==> config.mk <==
export PLATFORM = sky130hd
export DESIGN_NAME = sorted_timer_callout_queue
export DESIGN_NICKNAME = d
export VERILOG_FILES = /design/src/rtl/core/stq_pkg.sv /design/src/rtl/core/stq_ctrl.sv /design/src/rtl/core/stq_dp.sv /design/src/rtl/core/sorted_timer_callout_queue.sv
export SDC_FILE = /design/constraint.sdc
export NUM_CORES = 2
export LEC_CHECK = 0
export BUFFER_PORTS_ARGS = -buffer_cell sky130_fd_sc_hd__buf_4
export CAP_MARGIN = 10
export CELL_PAD_IN_SITES_DETAIL_PLACEMENT = 1
export CELL_PAD_IN_SITES_GLOBAL_PLACEMENT = 2
export CORE_MARGIN = 2
export CORE_UTILIZATION = 32
export CTS_CLUSTER_SIZE = 10
export DETAILED_ROUTE_END_ITERATION = 8
export PLACE_DENSITY_LB_ADDON = 0.1
export SETUP_SLACK_MARGIN = 0.3
export SYNTH_ARGS = -nofsm -noshare
export SYNTH_HDL_FRONTEND = slang
export SYNTH_SLANG_ARGS = --single-unit
==> constraint.sdc <==
create_clock -name clk -period 5.4 [get_ports clk]
set_input_delay 0.54 -clock clk [delete_from_list [all_inputs] [get_ports clk]]
set_output_delay 0.54 -clock clk [all_outputs]
set_load 0.03 [all_outputs]
==> src/rtl/core/stq_pkg.sv <==
// shared constants, codes and control types for the sorted timer queue
package stq_pkg;

  localparam int NUM_ENTRIES = 16;
  localparam int TIME_W      = 32;
  localparam int ID_W        = 4;
  localparam int DELAY_W     = 32;
  localparam int IDX_W       = $clog2(NUM_ENTRIES);
  localparam int CNT_W       = $clog2(NUM_ENTRIES + 1);
  localparam int IN_DATA_W   = ((ID_W + DELAY_W + 7) / 8) * 8;
  localparam int OUT_DATA_W  = ((1 + ID_W + 7) / 8) * 8;

  localparam logic CMD_TICK     = 1'b0;
  localparam logic CMD_ADD      = 1'b1;
  localparam logic KIND_STATUS  = 1'b0;
  localparam logic KIND_EXPIRED = 1'b1;
  localparam logic STATUS_OK    = 1'b0;
  localparam logic STATUS_BUSY  = 1'b1;

  typedef enum logic [1:0] {
    ST_IDLE,
    ST_ADD_SCAN,
    ST_ADD_PUT,
    ST_TICK
  } stq_state_t;

  typedef struct packed {
    logic accept;
    logic scan_step;
    logic insert;
    logic pop;
  } stq_cmd_t;

  typedef struct packed {
    logic reject;
    logic scan_hit;
    logic head_expired;
    logic out_free;
  } stq_stat_t;

endpackage

==> src/rtl/core/stq_ctrl.sv <==
// controller state machine: sequences add scans, inserts and tick pops
module stq_ctrl import stq_pkg::*; (
  input  logic      clk,
  input  logic      rst_n,
  input  logic      in_tvalid,
  input  logic      in_is_add,
  output logic      in_tready,
  input  stq_stat_t stat,
  output stq_cmd_t  cmd
);

  stq_state_t state_r;
  stq_state_t state_nxt;

  always_ff @(posedge clk) begin
    if (!rst_n) begin
      state_r <= ST_IDLE;
    end else begin
      state_r <= state_nxt;
    end
  end

  always_comb begin
    state_nxt = state_r;
    cmd       = '0;
    in_tready = 1'b0;
    case (state_r)
      ST_IDLE: begin
        in_tready = 1'b1;
        if (in_tvalid) begin
          cmd.accept = 1'b1;
          state_nxt  = in_is_add ? ST_ADD_SCAN : ST_TICK;
        end
      end
      ST_ADD_SCAN: begin
        if (stat.reject || stat.scan_hit) begin
          state_nxt = ST_ADD_PUT;
        end else begin
          cmd.scan_step = 1'b1;
        end
      end
      ST_ADD_PUT: begin
        if (stat.out_free) begin
          cmd.insert = 1'b1;
          state_nxt  = ST_IDLE;
        end
      end
      ST_TICK: begin
        // expired entries always form a prefix of the sorted queue
        if (!stat.head_expired) begin
          state_nxt = ST_IDLE;
        end else if (stat.out_free) begin
          cmd.pop = 1'b1;
        end
      end
      default: begin
        state_nxt = ST_IDLE;
      end
    endcase
  end

endmodule

==> src/rtl/core/stq_dp.sv <==
// datapath: tick counter, sorted slot array, pending flags and result register
module stq_dp import stq_pkg::*; (
  input  logic               clk,
  input  logic               rst_n,
  input  stq_cmd_t           cmd,
  output stq_stat_t          stat,
  input  logic               in_is_add,
  input  logic [ID_W-1:0]    in_entry_id,
  input  logic [DELAY_W-1:0] in_delay_ticks,
  output logic               out_valid,
  input  logic               out_ready,
  output logic               out_kind,
  output logic               out_status,
  output logic [ID_W-1:0]    out_expired_id,
  output logic               out_last
);

  logic [TIME_W-1:0]      uptime_r;
  logic [TIME_W-1:0]      when_r;
  logic [ID_W-1:0]        id_r;
  logic                   reject_r;
  logic [CNT_W-1:0]       idx_r;
  logic [CNT_W-1:0]       count_r;
  logic [NUM_ENTRIES-1:0] pending_r;
  logic [ID_W-1:0]        slot_id_r  [NUM_ENTRIES];
  logic [TIME_W-1:0]      slot_exp_r [NUM_ENTRIES];
  logic                   out_valid_r;
  logic                   out_kind_r;
  logic                   out_status_r;
  logic [ID_W-1:0]        out_id_r;
  logic                   out_last_r;

  logic             id_bad;
  logic             out_free;
  logic             second_expired;
  logic [IDX_W-1:0] pos;

  assign pos      = idx_r[IDX_W-1:0];
  assign out_free = !out_valid_r || out_ready;
  assign id_bad   = (int'(in_entry_id) >= NUM_ENTRIES)
                    || pending_r[in_entry_id[IDX_W-1:0]]
                    || (count_r == CNT_W'(NUM_ENTRIES));

  assign second_expired = (count_r > CNT_W'(1)) && (slot_exp_r[1] <= uptime_r);

  assign stat.reject       = reject_r;
  assign stat.scan_hit     = (idx_r == count_r) || (slot_exp_r[pos] >= when_r);
  assign stat.head_expired = (count_r != '0) && (slot_exp_r[0] <= uptime_r);
  assign stat.out_free     = out_free;

  always_ff @(posedge clk) begin
    if (!rst_n) begin
      uptime_r    <= '0;
      count_r     <= '0;
      pending_r   <= '0;
      out_valid_r <= 1'b0;
    end else begin
      if (cmd.accept && !in_is_add) begin
        uptime_r <= uptime_r + TIME_W'(1);
      end
      if (cmd.insert && !reject_r) begin
        pending_r[id_r[IDX_W-1:0]] <= 1'b1;
        count_r <= count_r + CNT_W'(1);
      end
      if (cmd.pop) begin
        pending_r[slot_id_r[0][IDX_W-1:0]] <= 1'b0;
        count_r <= count_r - CNT_W'(1);
      end
      if (cmd.insert || cmd.pop) begin
        out_valid_r <= 1'b1;
      end else if (out_ready) begin
        out_valid_r <= 1'b0;
      end
    end
  end

  always_ff @(posedge clk) begin
    if (cmd.accept) begin
      when_r   <= uptime_r + in_delay_ticks[TIME_W-1:0];
      id_r     <= in_entry_id;
      reject_r <= id_bad;
      idx_r    <= '0;
    end else if (cmd.scan_step) begin
      idx_r <= idx_r + CNT_W'(1);
    end
    if (cmd.insert && !reject_r) begin
      for (int j = 0; j < NUM_ENTRIES; j++) begin
        if (IDX_W'(j) == pos) begin
          slot_id_r[j]  <= id_r;
          slot_exp_r[j] <= when_r;
        end else if (j > 0 && IDX_W'(j) > pos) begin
          slot_id_r[j]  <= slot_id_r[j-1];
          slot_exp_r[j] <= slot_exp_r[j-1];
        end
      end
    end
    if (cmd.pop) begin
      for (int j = 0; j < NUM_ENTRIES - 1; j++) begin
        slot_id_r[j]  <= slot_id_r[j+1];
        slot_exp_r[j] <= slot_exp_r[j+1];
      end
    end
    if (cmd.insert) begin
      out_kind_r   <= KIND_STATUS;
      out_status_r <= reject_r ? STATUS_BUSY : STATUS_OK;
      out_id_r     <= '0;
      out_last_r   <= 1'b1;
    end else if (cmd.pop) begin
      out_kind_r   <= KIND_EXPIRED;
      out_status_r <= STATUS_OK;
      out_id_r     <= slot_id_r[0];
      out_last_r   <= !second_expired;
    end
  end

  assign out_valid      = out_valid_r;
  assign out_kind       = out_kind_r;
  assign out_status     = out_status_r;
  assign out_expired_id = out_id_r;
  assign out_last       = out_last_r;

endmodule

==> src/rtl/core/sorted_timer_callout_queue.sv <==
// Sorted timer queue: a tick counter plus up to NUM_ENTRIES armed entries kept in
// ascending order of absolute expiry. An add request (tuser 1) arms an entry at
// uptime + delay and answers one status result; the queue position is found by a
// linear scan of the slot array, one slot per cycle, and a refused entry, which
// includes every add to a full queue, skips the scan.
// A tick request (tuser 0) bumps the counter and reports expired entries in queue
// order, last one flagged by tlast, popping the queue head one per cycle while the
// result side is not stalled; the status answer of an add also waits on a stalled result side.
// The result register lets one finished result wait while the next request is taken.
module sorted_timer_callout_queue import stq_pkg::*; (
  input  logic                  clk,
  input  logic                  rst_n,
  input  logic                  in_tvalid,
  output logic                  in_tready,
  input  logic [IN_DATA_W-1:0]  in_tdata,   // entry_id [3:0], delay_ticks [35:4]
  input  logic                  in_tuser,   // command
  output logic                  out_tvalid,
  input  logic                  out_tready,
  output logic [OUT_DATA_W-1:0] out_tdata,  // status [0], expired_id [4:1]
  output logic                  out_tuser,  // kind
  output logic                  out_tlast
);

  stq_cmd_t        cmd;
  stq_stat_t       stat;
  logic            out_status;
  logic [ID_W-1:0] out_expired_id;

  stq_ctrl u_ctrl (
    .clk       (clk),
    .rst_n     (rst_n),
    .in_tvalid (in_tvalid),
    .in_is_add (in_tuser == CMD_ADD),
    .in_tready (in_tready),
    .stat      (stat),
    .cmd       (cmd)
  );

  stq_dp u_dp (
    .clk            (clk),
    .rst_n          (rst_n),
    .cmd            (cmd),
    .stat           (stat),
    .in_is_add      (in_tuser == CMD_ADD),
    .in_entry_id    (in_tdata[ID_W-1:0]),
    .in_delay_ticks (in_tdata[ID_W+DELAY_W-1:ID_W]),
    .out_valid      (out_tvalid),
    .out_ready      (out_tready),
    .out_kind       (out_tuser),
    .out_status     (out_status),
    .out_expired_id (out_expired_id),
    .out_last       (out_tlast)
  );

  assign out_tdata = {{(OUT_DATA_W - 1 - ID_W){1'b0}}, out_expired_id, out_status};

endmodule

* Yosys cells after proc, flatten, opt, wreduce, memory -nomap -nowiden
Memories as Yosys holds them, arrays and structs flattened. A register that Yosys moved wholly into a read port is not among the register bits.
Index checks and enable logic that the tools add are counted.
** Word-level totals
- Bits in writable memories :: 576
- Register bits after elaboration :: 105
- Logic and storage cells :: 356
- Memories kept :: 2
- Output and inout port bits :: 12
- Bits of input ports :: 45
** Memories
- u_dp.slot_exp_r :: words 16, width 32, read ports 17, clocked after Yosys merged registers in 1, wr ports 16, line stq_dp.sv:26 : logic [TIME_W-1:0] slot_exp_r [NUM_ENTRIES];
- u_dp.slot_id_r :: words 16, width 4, read ports 16, clocked after Yosys merged registers in 0, wr ports 16, line stq_dp.sv:25 : logic [ID_W-1:0] slot_id_r [NUM_ENTRIES];
** Cells by class
- $lt $le $gt $ge :: 24
- Bitwise logic cells :: 63
- Reduce and logical (&&, ||, !) cells :: 22
- Equal/unequal tests :: 24
- Multiplexer cells :: 203
- $add $sub $neg :: 5
** Operators with widths (number)
- two-way mux 32 bit :: 30
- two-way mux 4 bit :: 32
- two-way mux 1 bit :: 127
- <= comparator 32 bit :: 2
- bitwise OR 1 bit :: 60
- two-way mux 16 bit :: 3
- adder 32 x 1 -> 32 bit (second input constant) :: 1
- adder 32 bit :: 1
- equality test 4 bit (first input constant) :: 8
- >= comparator 32 bit :: 1
- greater-than comparator 4 bit (first input constant) :: 8
- bitwise AND 16 bit :: 1
- equality test 3 x 4 -> 1 bit (first input constant) :: 4
- greater-than comparator 3 x 4 -> 1 bit (first input constant) :: 4
- NOT 16 bit :: 1
- bitwise OR 16 bit :: 1
- less-than comparator 4 x 5 -> 1 bit (second input constant) :: 3
- adder 5 x 1 -> 5 bit (second input constant) :: 2
- two-way mux 2 bit :: 5
- two-way mux 5 bit :: 2
- demux 1 bit (select 4 bit) :: 2
- equality test 2 x 4 -> 1 bit (first input constant) :: 2
- >= comparator 4 x 1 -> 1 bit (second input constant) :: 2
- greater-than comparator 2 x 4 -> 1 bit (first input constant) :: 2
- other kinds (20) :: 37

* Logic depth before layout (Yosys ltp)
- Word-level depth :: 9
- Gate-level depth with buffers :: 16

* Modules after synthesis
A second synthesis with hierarchy kept.
** Second synthesis, totals
- Cells, all modules :: 3613
- Area total of the unflattened synthesis :: 40895.5 µm²
** By module, submodules not included
- stq_dp :: area each 40735.3 µm², cells each 3590, sequential area each 19819.0 µm², times used 1
- stq_ctrl :: area each 126.4 µm², cells each 18, sequential area each 40.0 µm², times used 1
- sorted_timer_callout_queue :: area each 33.8 µm², cells each 5, sequential area each 0.0 µm², times used 1

* Worst setup path after synthesis
No wires, ideal clock.
- Path kind :: input-to-reg
- Start point :: in out_tready
- End point :: mem u_dp.slot_exp_r[0][0] (enable)
- Data required time :: 4.917 ns
- Library setup time :: 0.483 ns
- Buffers on the path :: 2
- Cell stages on the path :: 8
- Arrival :: 5.419 ns
- Setup slack :: -0.502 ns
- Cells stage by stage :: nand2b_1 > nand3b_1 > buf_2 > nand2b_1 > inv_1 > clkbuf_1 > nand2_1 > o31ai_1
** RTL lines
- start, declared :: line sorted_timer_callout_queue.sv:18 : input logic out_tready,
- end, declared :: line stq_dp.sv:26

==> summary.md <==
| Metric | Value |
|---|---|
| CORE AREA | 124000 µm² |
| Total Neg Setup Slack | 0 ns |
| Pwr/cell area | 313 nW/µm² |
| Net switching power | 0.00405 W |
| Switching share of power | 0.284 |
| RSZ-0062 raised after global routing | false |
| CTS max path bufs | 3 |
| Number of I/O port buffers | 49 |
| Routability congestion estimate from global placement | 0.827 |
| Synth Cell Area | 40000 µm² |
| P_int | 0.0102 W |
| CP Data Arrival Time | 5.38 ns |
| Die Ht | 358 µm |
| First-pass GRT wire length | 229000 µm |
| Clock Power Share | 0.390 |
| Worst Hold Class | primary input to flip-flop |
| GRT Total Usage | 0.246 |
| Grt total ovfl | 0 |
| Drt total wl | 158000 µm |
| CTS Buf Count | 86 |
| CTS tree | yes |
| Post-synthesis cell count | 3597 |
| Critical Path Fanout Max | 26 |
| Die ar. | 128000 µm² |
| Fin crit period | 4.81 ns |
| # setup viols final | 0 |
| Clk pin slew, worst setup/hold paths | 0.06 ns |
| DRT antenna net count | 0 |
| Final instance area | 45500 µm² |
| Initial Util | 0.323 |
| Reg power frac | 0.468 |
| Setup Skew | 0.0277 ns |
| Residual DRC | 0 |
| NumNets Final | 3772 |
| Setup bufs post-CTS | 0 |
| CP Capture Type | flip-flop |
| # hold bufs at CTS | 0 |
| Vias in the first global route | 31800 |
| Distinct cells, synth | 71 |
| Fillers | 13400 |
| Sequential area share after synthesis | 0.496 |
| Hold slack | 0.0801 ns |
| Post-DR wirelength/cell | 29.8 µm |
| Via count | 30700 |
| Post-synth EDFFs | 614 |
| H-tree depth | 3 |
| Share of Yosys cell area claimed by the top area cell type | 0.461 |
| Rows | 129 |
| F_max | 0.208 GHz |
| Antenna cell count | 0 |
| Status | finished, final reports clean |
| Util after Layout | 0.367 |
| Hold Vio Cnt, Final | 0 |
| WS Path Type | flip-flop to flip-flop |
| P&R area growth vs syn | 13.5% |
| Normalized max-slew margin | 0.219 |
| Synth area leaders | edfxtp_1, mux4_2, mux2i_1 |
| Clock Root Buffer | clkbuf_16 |
| Placed inst area | 42900 µm² |
| Async SR Flop Fraction | 0 |
| Final period utilization | 0.890 |
| Power share of the combinational group | 0.142 |
| Pins Over Slew Limit | 0 |
| Syn_area_per_cell | 11.1 µm² |
| Peak supply drop | 0.000230 V |
| Synth Flop Type | edfxtp_1 |
| DRT iter0 DRCs | 2928 |
| 1st-pass router iterations | 6 |
| Die X | 358 µm |
| Clock sink count | 685 |
| Layout cells sized above 1 | 0.140 |
| Clk_lat worst skew | 0.66 ns |
| Max-cap violations | 0 |
| Post-synth top area cell | edfxtp_1 |
| Pin count of the biggest net entering global routing | 89 |
| Slew @ Worst Pin | 1.17 ns |
| Post_cts resized | 0 |
| YS warnings | 0 |
| Seq cells post-synth | 685 |
| DP Wirelength | 104000 µm |
| Ports | 57 |
| CP Launch Type | flip-flop |
| WP data required | 5.97 ns |
| Vias per std cell | 5.81 |
| Initial antenna violation count | 3 |
| Leak | 16.2 nW |
## registers in the layout, indices dropped and copies added, names as in the netlist, named ones only
signal,count
u_dp.pending_r,16
u_dp.out_kind,1
u_dp.id_r,4
u_ctrl.state_r,2
u_dp.out_last,1
u_dp.out_valid,1
u_dp.reject_r,1
u_dp.count_r,5
u_dp.when_r,32
u_dp.slot_id_r,64
u_dp.out_expired_id,4
u_dp.out_status,1
u_dp.idx_r,5
u_dp.uptime_r,32
u_dp.slot_exp_r,512
## synthesized netlist by cell type (11+ instances only)
library cell  instances
a21o_1               40
a21oi_1              69
a221oi_1             39
a222oi_1             68
a22oi_1              40
a31oi_1              48
buf_1                17
buf_2                50
buf_4                15
buf_6                15
clkbuf_1            184
dfxtp_1              71
edfxtp_1            614
ha_1                134
inv_1               150
mux2i_1             326
mux4_2              165
nand2_1             606
nand2b_1             12
nand3_1              40
nand4_1              24
nor2_1              215
nor2b_1              11
nor3_1               26
o21ai_0             351
o21ai_1              93
xnor2_1              54
xor2_1               14
## path summary, 6_finish.rpt
kind	startpoint	end	slack, ns	depth (start not counted)
min	in_tdata[3]	u_dp.id_r[3]	0.08	1
min reg2reg	u_dp.out_kind	u_dp.out_kind	0.46	2
max reg2reg	flip-flop	flip-flop	0.59	14
max	flip-flop	flip-flop	0.59	14
## metal layers
| layer | global-route usage | vias up | part of all wire |
|---|---|---|---|
| met4 | 0.0646 | 2 | 0.023 |
| met1 | 0.349 | 16100 | 0.46 |
| met2 | 0.396 | 981 | 0.46 |
| met3 | 0.0309 | 185 | 0.054 |
| li1 | - | 13500 | - |
| met5 | 0 | - | 0.000082 |
## layout make-up
class	count	area (µm²)	share of cell area
clock inverter	16	95.1	0.00209
timing repair buffer	187	1850	0.0408
inverter	151	567	0.0125
multi-input combinational	2481	18500	0.408
sequential	685	19900	0.437
tap	1637	2050	0.0451
clock buffer	135	2480	0.0546
## kinds of logic after synthesis
group           synth area share
simple gates               0.102
compound gates             0.122
flops                      0.496
mux                        0.176
buf+inv                   0.0467
fa+ha+maj                 0.0424
xor+xnor                  0.0149
other cells            0.0000937
## placed cells by master (no fill, tap or decap), types with 22 or more instances in the layout
cell type	netlist	routed
a221oi_1	39	39
edfxtp_1	614	614
buf_12	0	36
a21oi_1	69	67
a222oi_1	68	68
xnor2_1	54	54
nand4_1	24	24
a31oi_1	48	47
o21ai_1	93	93
nor2_1	215	210
clkbuf_1	184	39
a21o_1	40	40
a22oi_1	40	40
nor3_1	26	22
ha_1	134	134
inv_1	150	149
o21ai_0	351	349
dfxtp_1	71	67
nand2_1	606	595
buf_4	15	151
mux2i_1	326	326
clkbuf_16	0	90
mux4_2	165	165
nand3_1	40	39
## critical path, stage by stage, from the launching register on
cell and delay (ns):
dfxtp_4 0.55, buf_12 0.31, buf_12 0.21, mux4_2 0.55, mux4_2 0.51, ha_1 0.30
a21oi_1 0.25, o2111ai_1 0.15, a31oi_1 0.48, o21ai_0 0.29, a31oi_1 0.28, buf_4 0.26
nand2_1 0.09, or2_2 0.32, a21oi_1 0.14
## metrics by stage
| stage | worst slack (ns) | std cells | power, W |
|---|---|---|---|
| 6_report | 0.592 | 5292 | 0.0142 |
| 5_1_grt | 0.452 | 5292 | 0.0147 |
| 3_3_place_gp | 0.642 | 5141 | 0.00870 |
| 4_1_cts | 0.560 | 5292 | 0.0144 |
| 2_1_floorplan | 0.437 | 3599 | 0.00778 |
| 3_5_place_dp | 0.612 | 5141 | 0.00878 |
## power by group through the flow
stage | clock, W | combinational [W] | sequential [W]
3_3_place_gp | 0 | 0.00197 | 0.00673
4_1_cts | 0.00569 | 0.00203 | 0.00665
6_report | 0.00555 | 0.00202 | 0.00666
5_1_grt | 0.00587 | 0.00217 | 0.00670
3_5_place_dp | 0 | 0.00203 | 0.00675
2_1_floorplan | 0 | 0.00121 | 0.00657
(Power assumes the default switching activity.)
